===== src/sv/mpds_pkg.sv =====
package mpds_pkg;

    // geometry defaults and limits
    localparam int MAX_WIDTH_DEF  = 128;
    localparam int MAX_HEIGHT_DEF = 1024;
    localparam int MIN_DIM        = 3;

    // field widths
    localparam int GRID_WIDTH_W  = 8;
    localparam int GRID_HEIGHT_W = 11;
    localparam int RATE_W        = 16;
    localparam int LIMIT_W       = 15;
    localparam int PRESS_W       = 16;
    localparam int ENTRY_W       = PRESS_W + 1;
    localparam int OUT_ROW_W     = 10;
    localparam int OUT_COL_W     = 7;

    // configuration port
    localparam int APB_ADDR_W = 4;
    localparam int APB_DATA_W = 32;

    // register reset values
    localparam logic [GRID_WIDTH_W-1:0]  GRID_WIDTH_RST  = 8'd120;
    localparam logic [GRID_HEIGHT_W-1:0] GRID_HEIGHT_RST = 11'd75;
    localparam logic [RATE_W-1:0]        DIFF_RATE_RST   = 16'd6554;
    localparam logic [LIMIT_W-1:0]       CLAMP_LIMIT_RST = 15'd9216;

    // datapath widths
    localparam int CNT_W       = 3;
    localparam int SUM_W       = PRESS_W + 2;
    localparam int D_W         = PRESS_W + 5;
    localparam int MAG_W       = D_W - 1;
    localparam int U_W         = 19;
    localparam int MUL_W       = 22;
    localparam int PROD_W      = 2 * MUL_W;
    localparam int RECIP_SHIFT = 20;
    localparam int RATE_SHIFT  = 16;

    typedef enum logic [1:0] {
        REG_GRID_WIDTH,
        REG_GRID_HEIGHT,
        REG_DIFF_RATE,
        REG_CLAMP_LIMIT
    } reg_idx_t;

    typedef enum logic [3:0] {
        ST_IDLE,
        ST_RD_UP,
        ST_RD_CTR,
        ST_RD_LEFT,
        ST_RD_RIGHT,
        ST_RD_WAIT,
        ST_SUM,
        ST_MUL_NP,
        ST_DIFF,
        ST_MUL_RATE,
        ST_ROUND,
        ST_MUL_RECIP,
        ST_APPLY,
        ST_EMIT1,
        ST_WRITE,
        ST_EMIT2
    } mpds_state_t;

    typedef enum logic [1:0] {
        MOP_NP,
        MOP_RATE,
        MOP_RECIP
    } mul_op_t;

    typedef struct packed {
        logic    en;
        mul_op_t op;
    } mul_req_t;

    // 2^20 / n, rounded up for n = 3 (exact for quotients below 2^19)
    function automatic logic [MUL_W-1:0] recip(input logic [CNT_W-1:0] n);
        logic [MUL_W-1:0] r;
        case (n)
            3'd1:    r = 22'd1048576;
            3'd2:    r = 22'd524288;
            3'd3:    r = 22'd349526;
            3'd4:    r = 22'd262144;
            default: r = '0;
        endcase
        return r;
    endfunction

    // pressure of a stored entry, zero when the cell is not air
    function automatic logic signed [PRESS_W-1:0] air_press(input logic [ENTRY_W-1:0] e);
        logic signed [PRESS_W-1:0] p;
        p = e[PRESS_W] ? $signed(e[PRESS_W-1:0]) : '0;
        return p;
    endfunction

endpackage


===== src/sv/mpds_line_store.sv =====
module mpds_line_store #(
    parameter int DEPTH = 2 * mpds_pkg::MAX_WIDTH_DEF,
    parameter int AW    = $clog2(DEPTH)
) (
    input  logic                         clk,
    input  logic                         wr_en,
    input  logic [AW-1:0]                wr_addr,
    input  logic [mpds_pkg::ENTRY_W-1:0] wr_data,
    input  logic                         rd_en,
    input  logic [AW-1:0]                rd_addr,
    output logic [mpds_pkg::ENTRY_W-1:0] rd_data
);
    import mpds_pkg::*;

    logic [ENTRY_W-1:0] mem [DEPTH];
    logic [ENTRY_W-1:0] rd_data_reg;

    always_ff @(posedge clk)
    begin
        if (wr_en)
        begin
            mem[wr_addr] <= wr_data;
        end
    end

    always_ff @(posedge clk)
    begin
        if (rd_en)
        begin
            rd_data_reg <= mem[rd_addr];
        end
    end

    assign rd_data = rd_data_reg;

endmodule


===== config.mk =====
export PLATFORM = sky130hd
export DESIGN_NAME = mpds_line_store
export DESIGN_NICKNAME = d
export VERILOG_FILES = /design/src/sv/mpds_pkg.sv /design/src/sv/mpds_line_store.sv
export SDC_FILE = /design/constraint.sdc
export NUM_CORES = 2
export LEC_CHECK = 0
export BUFFER_PORTS_ARGS = -buffer_cell sky130_fd_sc_hd__buf_2
export CAP_MARGIN = 20
export CORE_MARGIN = 10
export CORE_UTILIZATION = 50
export CTS_BUF_LIST = sky130_fd_sc_hd__clkbuf_2 sky130_fd_sc_hd__clkbuf_4 sky130_fd_sc_hd__clkbuf_8
export DETAILED_ROUTE_END_ITERATION = 8
export PLACE_DENSITY_LB_ADDON = 0.25
export SLEW_MARGIN = 20
export SYNTH_ARGS = -nofsm -noshare
export SYNTH_HDL_FRONTEND = slang
export SYNTH_MEMORY_MAX_BITS = 65536
export SYNTH_SLANG_ARGS = --single-unit

===== constraint.sdc =====
create_clock -name clk -period 4.6 [get_ports clk]
set_clock_uncertainty 0.05 [all_clocks]
set_input_delay 0.92 -clock clk [delete_from_list [all_inputs] [get_ports clk]]
set_output_delay 0.92 -clock clk [all_outputs]
set_load 0.02 [all_outputs]

==> flow_summary.yaml <==
run_status:
  status: "completed"
clock_tree:
  cts_made_buffers: 688
  tritoncts: "done"
  clk_latency_ns: 1.25
  cts-root-buf: "clkbuf_8"
  clock-sinks: 4369
  cts_resized: 0
  clock_path_buffers: 4
  htree_levels: 6
  clkTransAtPathRegs_ns: 0.07
floorplan:
  rows: 213
  core_area_um2: 337000
  ioPinCount: 53
  die_w_um: 603
  start_util_pct: 50.3
  die-area_um2: 363000
  fp.dieH_um: 603
placement:
  place_ws_ns: -0.105
  dp.final_hpwl_um: 282000
  gp_congestion: 0.969
  numPortBuffers: 52
  place_inst: 12600
logic_synthesis:
  synthSimpleGateAreaFrac_pct: 2.19
  syn_area_um2: 170000
  synthTopCellsByArea: "edfxtp_1, mux4_2, mux2i_1, nor2_1, mux4_1"
  async_flop_share_pct: 0
  ys.flop_type: "edfxtp_1"
  synth_largest_area_cell: "edfxtp_1"
  ys_types: 73
  synth_fa_ha_area_share_pct: 0
  synth_compound_area_share_pct: 2.70
  synth_mux_area_share_pct: 15.7
  synth.yosys.seq_area_share_pct: 77.2
  synth_edf_count: 4369
  synth_top_family_by_area: "multiplexers"
  synthCells: 7797
  yosys_register_bits: 4369
  synthesis.nets: 7833
  avgSynthCellArea_um2: 21.8
  synth-xor-area-share_pct: 0
  synth_top_area_share_pct: 77.2
  yosysWarnings: 0
critical_path:
  critPathCaptureType: "flip-flop"
  r2r-start: "mem[226][13]$_DFFE_PP_"
  r2r_slack_ns: 1.39
  r2r_end: "rd_data[13]$_DFFE_PP_"
  startpoint_type: "input pin"
  startpoint: "rd_addr[1]"
  criticalPathCategory: "input pin to flip-flop"
  reg2reg_depth: 7
  cp.arrival_ns: 4.42
  worst_ep_required_time_ns: 5.53
  crit_fanout: 53
power:
  powerDensity_nw_per_um2: 416
  swShare_pct: 22.6
  pwr-share-comb_pct: 5.5
  clock_power_share_pct: 39.6
  p_int_uw: 62000
  p_seq_share_pct: 54.9
  p_total_uw: 80200
  p_leak_uw: 0.0620
  vdd_drop_max_uv: 329
  p_switching_uw: 18200
min_path:
  whs_path_depth: 1
  hold_start: "wr_data[11]"
  hp-class: "input pin to flip-flop"
  min_to: "mem[247][11]$_DFFE_PP_"
timing:
  hold_viol: 0
  period_minus_slack_ns: 3.49
  grt_setup_unrepaired: "false"
  fin_ws_ns: 1.11
  maxSlewViolCount: 0
  fmax_mhz: 286
  worst_pin_slew_ns: 1.28
  fin_crit_sh_pct: 76.0
  finalSetupViolCount: 0
  slew_headroom_pct: 13.8
global_route:
  grt_pass1_vias: 87300
  grt_use_total_pct: 25.2
  overflow: 0
  antenna_found_initial: 36
  grt_pass1_wl_um: 659000
  grt_start_max_net_pins: 134
layout:
  largest_reg_flops: 4352
  area_delta_synth_final_pct: 13.3
  final_nets: 8833
  layout_commonest_cell: "edfxtp_1"
  drive_above_1_share_pct: 31.2
  fin_cells: 13900
  layout_common_cells: "edfxtp_1, mux4_2, clkbuf_8"
  fillers: 24700
routing:
  viasPerCell: 6.29
  drt_iter0_markers: 11700
  detail_route.wl_per_cell_um: 33.7
  antenna_left: 0
  drc_errors: 0
  vias: 87200
  drt_wl_total_um: 468000
  detail_route.first_pass.iterations: 6
flow_run:
  maxCapViolations: 0
critical path: stages:
cell	delay (ns)
buf_8	0.14
buf_12	0.41
buf_4	0.53
buf_4	0.33
mux4_1	0.33
mux4_2	0.47
a22oi_1	0.20
buf_4	0.19
nand3_1	0.38
and4_1	0.39
layer usage:
| metal | vias to the layer above | GRT usage [%] | routed length, um |
|---|---|---|---|
| li1 | 35100 | - | - |
| met1 | 46000 | 35.1 | 180000 |
| met2 | 5069 | 37.9 | 215000 |
| met3 | 973 | 6.85 | 52300 |
| met4 | 22 | 10.3 | 20500 |
| met5 | - | 0 | 139 |
kinds of logic (layout without fill, tap and decap cells):
group	after synthesis	count (layout)
AND/OR/NAND/NOR	836	836
buffers and inverters	471	2001
flip-flops	4369	4369
other	0	29
AO/OA/AOI/OAI	649	649
multiplexers	1472	1472
worst max path at each step:
stage                            endpoint  slack, ns
floorplan           rd_data[13]$_DFFE_PP_       1.32
global placement    rd_data[16]$_DFFE_PP_      -0.26
detailed placement   rd_data[6]$_DFFE_PP_      -0.10
CTS                  rd_data[7]$_DFFE_PP_       1.19
global route         rd_data[7]$_DFFE_PP_       1.04
finish               rd_data[6]$_DFFE_PP_       1.11
area by class of cell:
cell class              instances  area [um2]  area share (%)
flip-flops and latches       4369      131000            68.2
clock inverters               302        1890           0.983
diodes                         29        72.6          0.0377
inverters                       5        31.3          0.0162
clock buffers                 918       11200            5.82
repair buffers                776        6970            3.62
well taps                    4515        5650            2.93
multi-input cells            2957       35500            18.4
synthesized netlist by cell type (all sizes together), types with 4 or more instances:
cell,number
nor2,333
a22o,13
inv,4
or3,14
a21oi,108
mux4,943
a32o,5
o311ai,15
a22oi,33
nand3,65
a31oi,14
a221oi,5
a221o,4
and4,6
o311a,14
nand3b,6
clkbuf,164
mux2,20
nor3,109
o22ai,186
mux2i,509
o31ai,5
edfxtp,4369
a32oi,9
nand4,21
o221ai,136
o22a,11
a311oi,6
nand2,216
and3,8
o2111ai,5
nor4,16
o21ai,46
a2111oi,6
buf,301
a211oi,17
nor2b,14
nor3b,5
or2,4
power groups by stage:
stage	logic (uW)	registers, uW	clock network (uW)
after CTS	4390	44000	32200
after detailed placement	4390	44800	0
final	4430	44000	31700
after global placement	4310	44800	0
after floorplan	2230	44800	0
after global routing	4580	44000	34000
through the flow:
step	utilization (%)	TNS (ns)	hold slack, ns	cell area (um2)
floorplan	-	0	0.937	170000
global placement	53.1	-0.573	1.12	179000
detailed placement	53.1	-0.267	1.14	179000
CTS	57.0	0	0.0342	192000
global route	57.0	0	0.0157	192000
finish	57.1	0	0.0598	193000
what timing repair did:
action,in CTS,in global routing
hold buffers,1,0
endpoints found under the hold margin,1,0
buffers inserted,0,0
Note: power is estimated with default switching activity, not from simulation.
