File: src/sv/mpds_pkg.sv
package mpds_pkg;

    // geometry defaults and limits
    localparam int MAX_WIDTH_DEF  = 128;
    localparam int MAX_HEIGHT_DEF = 1024;
    localparam int MIN_DIM        = 3;

    // field widths
    localparam int GRID_WIDTH_W  = 8;
    localparam int GRID_HEIGHT_W = 11;
    localparam int RATE_W        = 16;
    localparam int LIMIT_W       = 15;
    localparam int PRESS_W       = 16;
    localparam int ENTRY_W       = PRESS_W + 1;
    localparam int OUT_ROW_W     = 10;
    localparam int OUT_COL_W     = 7;

    // configuration port
    localparam int APB_ADDR_W = 4;
    localparam int APB_DATA_W = 32;

    // register reset values
    localparam logic [GRID_WIDTH_W-1:0]  GRID_WIDTH_RST  = 8'd120;
    localparam logic [GRID_HEIGHT_W-1:0] GRID_HEIGHT_RST = 11'd75;
    localparam logic [RATE_W-1:0]        DIFF_RATE_RST   = 16'd6554;
    localparam logic [LIMIT_W-1:0]       CLAMP_LIMIT_RST = 15'd9216;

    // datapath widths
    localparam int CNT_W       = 3;
    localparam int SUM_W       = PRESS_W + 2;
    localparam int D_W         = PRESS_W + 5;
    localparam int MAG_W       = D_W - 1;
    localparam int U_W         = 19;
    localparam int MUL_W       = 22;
    localparam int PROD_W      = 2 * MUL_W;
    localparam int RECIP_SHIFT = 20;
    localparam int RATE_SHIFT  = 16;

    typedef enum logic [1:0] {
        REG_GRID_WIDTH,
        REG_GRID_HEIGHT,
        REG_DIFF_RATE,
        REG_CLAMP_LIMIT
    } reg_idx_t;

    typedef enum logic [3:0] {
        ST_IDLE,
        ST_RD_UP,
        ST_RD_CTR,
        ST_RD_LEFT,
        ST_RD_RIGHT,
        ST_RD_WAIT,
        ST_SUM,
        ST_MUL_NP,
        ST_DIFF,
        ST_MUL_RATE,
        ST_ROUND,
        ST_MUL_RECIP,
        ST_APPLY,
        ST_EMIT1,
        ST_WRITE,
        ST_EMIT2
    } mpds_state_t;

    typedef enum logic [1:0] {
        MOP_NP,
        MOP_RATE,
        MOP_RECIP
    } mul_op_t;

    typedef struct packed {
        logic    en;
        mul_op_t op;
    } mul_req_t;

    // 2^20 / n, rounded up for n = 3 (exact for quotients below 2^19)
    function automatic logic [MUL_W-1:0] recip(input logic [CNT_W-1:0] n);
        logic [MUL_W-1:0] r;
        case (n)
            3'd1:    r = 22'd1048576;
            3'd2:    r = 22'd524288;
            3'd3:    r = 22'd349526;
            3'd4:    r = 22'd262144;
            default: r = '0;
        endcase
        return r;
    endfunction

    // pressure of a stored entry, zero when the cell is not air
    function automatic logic signed [PRESS_W-1:0] air_press(input logic [ENTRY_W-1:0] e);
        logic signed [PRESS_W-1:0] p;
        p = e[PRESS_W] ? $signed(e[PRESS_W-1:0]) : '0;
        return p;
    endfunction

endpackage

File: src/sv/mpds_mul.sv
module mpds_mul (
    input  logic                                clk,
    input  mpds_pkg::mul_req_t                  req,
    input  logic signed [mpds_pkg::PRESS_W-1:0] pressure,
    input  logic [mpds_pkg::CNT_W-1:0]          nb_count,
    input  logic [mpds_pkg::MAG_W-1:0]          mag,
    input  logic [mpds_pkg::RATE_W-1:0]         rate,
    input  logic [mpds_pkg::U_W-1:0]            quot_in,
    output logic signed [mpds_pkg::PROD_W-1:0]  prod
);
    import mpds_pkg::*;

    logic signed [MUL_W-1:0]  op_a;
    logic signed [MUL_W-1:0]  op_b;
    logic signed [PROD_W-1:0] prod_reg;

    // operand select for the one shared multiplier
    always_comb
    begin
        case (req.op)
            MOP_NP:
            begin
                op_a = MUL_W'(pressure);
                op_b = $signed(MUL_W'(nb_count));
            end
            MOP_RATE:
            begin
                op_a = $signed(MUL_W'(mag));
                op_b = $signed(MUL_W'(rate));
            end
            MOP_RECIP:
            begin
                op_a = $signed(MUL_W'(quot_in));
                op_b = $signed(recip(nb_count));
            end
            default:
            begin
                op_a = '0;
                op_b = '0;
            end
        endcase
    end

    always_ff @(posedge clk)
    begin
        if (req.en)
        begin
            prod_reg <= op_a * op_b;
        end
    end

    assign prod = prod_reg;

endmodule

File: config.mk
export PLATFORM = sky130hd
export DESIGN_NAME = mpds_mul
export DESIGN_NICKNAME = d
export VERILOG_FILES = /design/src/sv/mpds_pkg.sv /design/src/sv/mpds_mul.sv
export SDC_FILE = /design/constraint.sdc
export NUM_CORES = 1
export LEC_CHECK = 0
export BUFFER_PORTS_ARGS = -buffer_cell sky130_fd_sc_hd__buf_2
export CELL_PAD_IN_SITES_DETAIL_PLACEMENT = 1
export CELL_PAD_IN_SITES_GLOBAL_PLACEMENT = 2
export CORE_MARGIN = 10
export CORE_UTILIZATION = 44
export DETAILED_ROUTE_END_ITERATION = 6
export PLACE_DENSITY_LB_ADDON = 0.25
export SETUP_SLACK_MARGIN = 0.3
export SLEW_MARGIN = 30
export SYNTH_ARGS = -nofsm -noshare
export SYNTH_HDL_FRONTEND = slang
export SYNTH_SLANG_ARGS = --single-unit
export TNS_END_PERCENT = 10
File: constraint.sdc
create_clock -name clk -period 19.64 [get_ports clk]
set_input_delay 3.928 -clock clk [delete_from_list [all_inputs] [get_ports clk]]
set_output_delay 3.928 -clock clk [all_outputs]
set_load 0.01 [all_outputs]
==> Flow_metrics.wiki, run 1 <==
{| class="wikitable"
! Metric !! Value
|-
| Status || completed
|-
| Sink count of the clock tree || 44
|-
| Worst path slowest cell || fa_1
|-
| Chip Width || 221.5 um
|-
| Final weighted congestion of routability-driven global placement || 0.9109
|-
| Maximum number of buffers from clock root to sink || 2
|-
| Antenna violations before repair || 2
|-
| Number of gates given a new drive strength after cts || 0
|-
| H-tree depth || 2
|-
| Instance count of the mapped netlist || 1928
|-
| Maximum fanout along the worst path || 57
|-
| Cell area after synthesis || 17870 um^2
|-
| Cell Chain, Critical Path || buf_2, clkinv_1, nor2_4, buf_4, nand2_1, or2_2, fa_1, fa_1, fa_1, fa_1, fa_1, fa_1, fa_1, inv_1, ha_1, and3_4, and2_2, a211oi_2, o21ai_0, a31oi_2, o221ai_2, a221o_1, xnor2_1
|-
| Number of buffer and inverter stages on the critical path || 4
|-
| Post-DR vias/cell || 5.207
|-
| Yosys warns || 0
|-
| Area growth syn-to-layout || 8.345%
|-
| DRT antenna net count || 0
|-
| Number of nets in the layout || 2702
|-
| Initial DRC Count || 563
|-
| Average routed wire per standard cell || 22.41 um
|-
| Final Cycle Share || 0.6420
|-
| Hold Crit Endpoint || prod[42]$_DFFE_PP_
|-
| Proportion of layout cells with a drive suffix above 1 || 0.09393
|-
| Clock period minus worst slack || 12.61 ns
|-
| Highest clock frequency the design can meet || 79.31 MHz
|-
| Post-cts hold buffer count || 0
|-
| Slew at the pin with the worst max-slew slack || 1.039 ns
|-
| Clk slew on worst S/H paths || 0.07 ns
|-
| Crit path capture type || flop
|-
| Largest family of logic cells by synthesized area || adder cells
|-
| Required time of the worst setup path || 19.72 ns
|-
| Number of buffers inserted to repair setup after CTS || 0
|-
| Clock tree root buffer cell || clkbuf_16
|-
| Synthesized-area fraction occupied by xor and xnor cells || 0.02205
|-
| Mean Syn Cell Area || 9.270 um^2
|-
| Part of the Yosys area used for sequential elements || 0.07393
|-
| Max-cap check violation count || 0
|-
| Arrival time reported for the critical path endpoint || 12.69 ns
|-
| DPL Wire Length || 49.56 mm
|-
| Maximum number of pins on one net before global-route repair || 58
|-
| Unique masters post-synth || 61
|-
| Critical path launch point type || primary input
|-
| Count of flip-flops with a built-in enable after synthesis || 44
|-
| Stage delay of the slowest cell on the critical path || 0.63 ns
|-
| Detailed-route via count || 13388
|-
| Detailed-router iteration count before antenna repair || 5
|-
| Share of synthesized flip-flops with an asynchronous set or reset || 0
|-
| Count of buffers inserted at the top-level ports || 121
|-
| Critical path's most frequent cell || fa_1
|-
| Setup CP Type || primary input to flop
|-
| Total global routing overflow || 0
|-
| Vertical die dimension || 221.5 um
|-
| Critical path depth || 23
|-
| DRC || 0
|-
| Worst slew margin relative to its limit || 0.3029
|-
| Synth Area in Adders || 0.5924
|-
| Final setup viols || 0
|-
| Initial core utilization || 0.4478
|-
| Largest delay share family, worst path || adder cells
|-
| Global-route wire length before repair || 90.57 mm
|-
| Compound-cell area share of the yosys netlist || 0.06763
|-
| Floorplan Core Area || 39910 um^2
|-
| Vias in the first global route || 15400
|-
| Max FFs per register || 44
|-
| Register bit total from synthesis || 44
|-
| Unrepaired setup endpoints after global routing || no
|-
| Primary flip-flop cell chosen by synthesis mapping || edfxtp_1
|-
| Overall fraction of global-route tracks in use || 0.2389
|-
| Min-delay worst type || primary input to flop
|-
| Final TNS setup || 0 ns
|-
| DRT Wirelength || 57.62 mm
|-
| Final hold violations || 0
|-
| Synthesized-area fraction occupied by and/or/nand/nor cells || 0.1196
|-
| WHS Path Cells || 1
|-
| Full die area || 49080 um^2
|-
| Number of I/O pins || 122
|-
| Worst hold path startpoint || req[2]
|-
| Final Slew Violations || 0
|-
| Multiplexer area fraction after synthesis || 0.01008
|-
| Number of buffers created by CTS || 5
|-
| Number of rows in the core area || 73
|-
| Clock tree from TritonCTS || built
|}
==> layout make-up <==
| type | count | area [um^2] |
|---|---|---|
| multi-input cells | 1388 | 14690 |
| clock inverters | 3 | 46.29 |
| diodes | 2 | 5.005 |
| well taps | 525 | 656.9 |
| fillers | 4659 | 20550 |
| flip-flops and latches | 44 | 1321 |
| repair buffers | 148 | 810.8 |
| clock buffers | 5 | 125.1 |
| inverters | 456 | 1712 |
==> metal layers <==
layer / up-vias / GRT usage / wire, um
met5: - / 0 / 0
met4: 0 / 0.1052 / 2687
met3: 105 / 0.02742 / 1940
met2: 242 / 0.4422 / 31460
met1: 7100 / 0.2709 / 21530
li1: 5941 / - / -
==> cell families (layout without fill, tap and decap cells) <==
logic type / count (synthesis) / in the layout
XOR/XNOR: 45 / 45
flip-flops: 44 / 44
AO/OA/AOI/OAI: 179 / 179
other: 2 / 40
buffers and inverters: 532 / 612
multiplexers: 18 / 18
AND/OR/NAND/NOR: 527 / 527
adder cells (fa/ha/maj): 581 / 581
==> per-stage QoR <==
| step | setup slack (ns) | util | hold WS, ns | area [um^2] | std cells |
|---|---|---|---|---|---|
| finish | 7.031 | 0.4851 | 4.118 | 19360 | 2571 |
| global route | 6.601 | 0.4851 | 4.163 | 19360 | 2571 |
| CTS | 7.056 | 0.4850 | 4.136 | 19360 | 2569 |
| detailed placement | 6.718 | 0.4807 | 4.346 | 19190 | 2561 |
| global placement | 6.979 | 0.4801 | 4.348 | 19160 | 2561 |
| floorplan | 8.470 | - | 4.041 | 18010 | 1964 |
==> cells in the final DEF (no fill, tap or decap), types with 16 or more instances in the layout <==
cell type,synthesis,routed
ha_1,139,139
edfxtp_1,44,44
a21oi_1,56,50
buf_2,7,120
buf_4,2,28
nor2_1,220,219
nand3_1,20,20
conb_1,2,38
mux2i_1,18,18
fa_1,442,441
o21ai_0,22,17
inv_1,455,455
xnor2_1,30,30
o21a_1,18,18
o21ai_1,12,16
a21o_1,32,32
nand2_1,239,239
==> synthesized netlist by cell type (4+ instances only) <==
| master | instances | area [um^2] |
|---|---|---|
| clkbuf_1 | 60 | 225.2 |
| fa_1 | 442 | 8848 |
| nand2_1 | 239 | 897.1 |
| nand4_1 | 6 | 37.54 |
| o21a_1 | 18 | 135.1 |
| buf_2 | 7 | 35.03 |
| nand3_1 | 20 | 100.1 |
| a21oi_1 | 56 | 280.3 |
| nor2_1 | 220 | 825.8 |
| mux2i_1 | 18 | 180.2 |
| inv_1 | 455 | 1708 |
| nor3_1 | 4 | 20.02 |
| o21ai_1 | 12 | 60.06 |
| ha_1 | 139 | 1739 |
| o211ai_1 | 4 | 30.03 |
| xnor2_1 | 30 | 262.8 |
| and3_1 | 8 | 50.05 |
| and2_1 | 10 | 62.56 |
| xor2_1 | 15 | 131.4 |
| o21ai_0 | 22 | 110.1 |
| a211oi_2 | 4 | 50.05 |
| a31oi_1 | 4 | 25.02 |
| nand2b_1 | 4 | 25.02 |
| edfxtp_1 | 44 | 1321 |
| a21o_1 | 32 | 240.2 |
==> worst max path at each step <==
stage | to | slack, ns | start
3_3_place_gp | prod[43]$_DFFE_PP_ | 6.98 | req[0]
6_report | prod[43]$_DFFE_PP_ | 7.03 | req[0]
2_1_floorplan | prod[43]$_DFFE_PP_ | 8.47 | req[1]
4_1_cts | prod[43]$_DFFE_PP_ | 7.06 | req[0]
5_1_grt | prod[43]$_DFFE_PP_ | 6.60 | req[0]
3_5_place_dp | prod[43]$_DFFE_PP_ | 6.72 | req[0]
Power of run 1 is left out: the tool's default activity adds up to more than one toggle a clock period on the data nets, which glitch-free logic cannot reach.
==> inputs of run 2 (changes only) <==
--- a/config.mk
+++ b/config.mk
@@ -9,7 +9,7 @@
 export CELL_PAD_IN_SITES_DETAIL_PLACEMENT = 1
 export CELL_PAD_IN_SITES_GLOBAL_PLACEMENT = 2
 export CORE_MARGIN = 10
-export CORE_UTILIZATION = 44
+export CORE_UTILIZATION = 37
 export DETAILED_ROUTE_END_ITERATION = 6
 export PLACE_DENSITY_LB_ADDON = 0.25
 export SETUP_SLACK_MARGIN = 0.3
==> constraint.sdc (replaced) <==
create_clock -name clk -period 11.4 [get_ports clk]
set_input_delay 2.28 -clock clk [delete_from_list [all_inputs] [get_ports clk]]
set_output_delay 2.28 -clock clk [all_outputs]
set_load 0.01 [all_outputs]
==> run 2 against run 1 <==
  * Setup slack worse by 5.8 ns
  * Critical path depth is 3 higher
  * Non-clock buffer count is 25 higher
  * Sequential share of layout area is 0.096 points lower
  * Utilization is 7.4 points lower
  * First-iteration DRC count is 7.5% higher
  * Clock-buffer cell count stayed put
  * Wire length is 3.5% higher
  * Flip-flop and latch count stayed put
  * Critical path type unchanged
  * Largest cell class unchanged
==> Flow_metrics.wiki, run 2 (same netlist as run 1, synthesis figures left out) <==
{| class="wikitable"
! Metric !! Value
|-
| Required time of the worst setup path || 11.47 ns (was 19.72 ns)
|-
| Full die area || 57490 um^2 (was 49080 um^2)
|-
| Sink count of the clock tree || 44 (unchanged)
|-
| Core occupancy in the finished layout || 0.4113 (was 0.4851)
|-
| DPL Wire Length || 52.13 mm (was 49.56 mm)
|-
| Area growth syn-to-layout || 9.892% (was 8.345%)
|-
| Slew at the pin with the worst max-slew slack || 0.9648 ns (was 1.039 ns)
|-
| Detailed-router iteration count before antenna repair || 4 (was 5)
|-
| Critical path's most frequent cell || fa_1 (unchanged)
|-
| Global-route wire length before repair || 92.90 mm (was 90.57 mm)
|-
| Initial DRC Count || 605 (was 563)
|-
| Highest-count cells in the layout ignoring fill and taps || 455 x inv_1, 441 x fa_1, 239 x nand2_1 (unchanged)
|-
| Unrepaired setup endpoints after global routing || no (unchanged)
|-
| Detailed-route via count || 13317 (was 13388)
|-
| Min-delay worst type || primary input to flop (unchanged)
|-
| Number of buffers inserted to repair setup after CTS || 0 (unchanged)
|-
| Count of buffers inserted at the top-level ports || 121 (unchanged)
|-
| Largest delay share family, worst path || adder cells (unchanged)
|-
| WHS Path Cells || 1 (unchanged)
|-
| Clk slew on worst S/H paths || 0.07 ns (about the same)
|-
| Antenna violations before repair || 1 (was 2)
|-
| Status || completed (unchanged)
|-
| Vertical die dimension || 239.8 um (was 221.5 um)
|-
| Final TNS setup || 0 ns (unchanged)
|-
| H-tree depth || 2 (unchanged)
|-
| Worst slew margin relative to its limit || 0.3525 (was 0.3029)
|-
| Floorplan Core Area || 47750 um^2 (was 39910 um^2)
|-
| Number of buffers created by CTS || 5 (unchanged)
|-
| Clock period minus worst slack || 10.16 ns
|-
| Overall fraction of global-route tracks in use || 0.2168 (was 0.2389)
|-
| Number of I/O pins || 122 (unchanged)
|-
| Number of rows in the core area || 80 (was 73)
|-
| Chip Width || 239.8 um (was 221.5 um)
|-
| Total global routing overflow || 0 (unchanged)
|-
| Arrival time reported for the critical path endpoint || 10.24 ns (was 12.69 ns)
|-
| Highest clock frequency the design can meet || 98.38 MHz
|-
| Maximum number of buffers from clock root to sink || 2 (unchanged)
|-
| Final hold violations || 0 (unchanged)
|-
| Number of gates given a new drive strength after cts || 0 (unchanged)
|-
| Final weighted congestion of routability-driven global placement || 0.8891 (was 0.9109)
|-
| Max FFs per register || 44 (unchanged)
|-
| Number of buffer and inverter stages on the critical path || 7 (was 4)
|-
| Filler cells || 5593 (was 4659)
|-
| Vias in the first global route || 15684 (was 15400)
|-
| Post-cts hold buffer count || 0 (unchanged)
|-
| Worst path slowest cell || fa_1 (unchanged)
|-
| Proportion of layout cells with a drive suffix above 1 || 0.1025 (was 0.09393)
|-
| Clock tree root buffer cell || clkbuf_16 (unchanged)
|-
| Final Cycle Share || 0.8917
|-
| Critical path launch point type || primary input (unchanged)
|-
| Number of nets in the layout || 2727 (was 2702)
|-
| Placed cell count || 2676 (was 2561)
|-
| Stage delay of the slowest cell on the critical path || 0.61 ns (was 0.63 ns)
|-
| Average routed wire per standard cell || 22.23 um (was 22.41 um)
|-
| DRT antenna net count || 0 (unchanged)
|-
| Crit path capture type || flop (unchanged)
|-
| Diode count || 0 (was 2)
|-
| Worst hold path startpoint || req[2] (unchanged)
|-
| Final setup viols || 0 (unchanged)
|-
| Final Slew Violations || 0 (unchanged)
|-
| Initial core utilization || 0.3743 (was 0.4478)
|-
| Clock tree from TritonCTS || built (unchanged)
|-
| Worst hold-check slack || 2.479 ns (was 4.118 ns)
|-
| Most common cell after layout, fill and taps aside || inv_1 (unchanged)
|-
| Maximum fanout along the worst path || 44 (was 57)
|-
| DRT Wirelength || 59.66 mm (was 57.62 mm)
|-
| Setup CP Type || primary input to flop (unchanged)
|-
| Hold Crit Endpoint || prod[35]$_DFFE_PP_ (was prod[42]$_DFFE_PP_)
|-
| Number of non-filler instances in the completed layout || 2684 (was 2571)
|-
| DRC || 0 (unchanged)
|-
| Maximum number of pins on one net before global-route repair || 45 (was 58)
|-
| Post-DR vias/cell || 4.962 (was 5.207)
|-
| Max-cap check violation count || 0 (unchanged)
|}
run 2: cell types whose count changed in the layout (fill, tap and decap cells not counted), sizes merged:
cell	previous run	this run
buf	148	173
diode	2	0
inv	456	455
clkinvlp	1	0
clkinv	1	3
run 2: how the worst max path moves through the flow:
stage,startpoint,endpoint,cells past startpoint
after floorplan,req[1],prod[43]$_DFFE_PP_,27
after global placement,req[0],prod[31]$_DFFE_PP_,25
after detailed placement,req[0],prod[41]$_DFFE_PP_,26
after CTS,req[0],prod[31]$_DFFE_PP_,25
after global routing,req[0],prod[31]$_DFFE_PP_,27
final,req[0],prod[31]$_DFFE_PP_,26
run 2: area by class of cell:
type / count / area, um^2 / share of cell area
inverter: 456 / 1712 / 0.08715
timing repair buffer: 173 / 998.5 / 0.05084
clock inverter: 3 / 42.54 / 0.002166
tap: 615 / 769.5 / 0.03918
clock buffer: 5 / 125.1 / 0.006371
multi-input combinational: 1388 / 14670 / 0.7470
sequential: 44 / 1321 / 0.06727
run 2: routing by layer:
layer,vias up,GRT usage,wire length [um]
li1,5988,-,-
met1,6982,0.2446,22750
met2,239,0.4051,32540
met3,106,0.02299,1642
met4,2,0.09280,2707
met5,-,0,15
run 2: metrics by stage:
stage	setup WS, ns	instance area, um^2
after global placement	0.9985	19460
after global routing	0.8286	19640
after floorplan	1.878	18010
final	1.235	19640
after CTS	1.151	19640
after detailed placement	0.8401	19470
Power of run 2 is left out for the same reason.
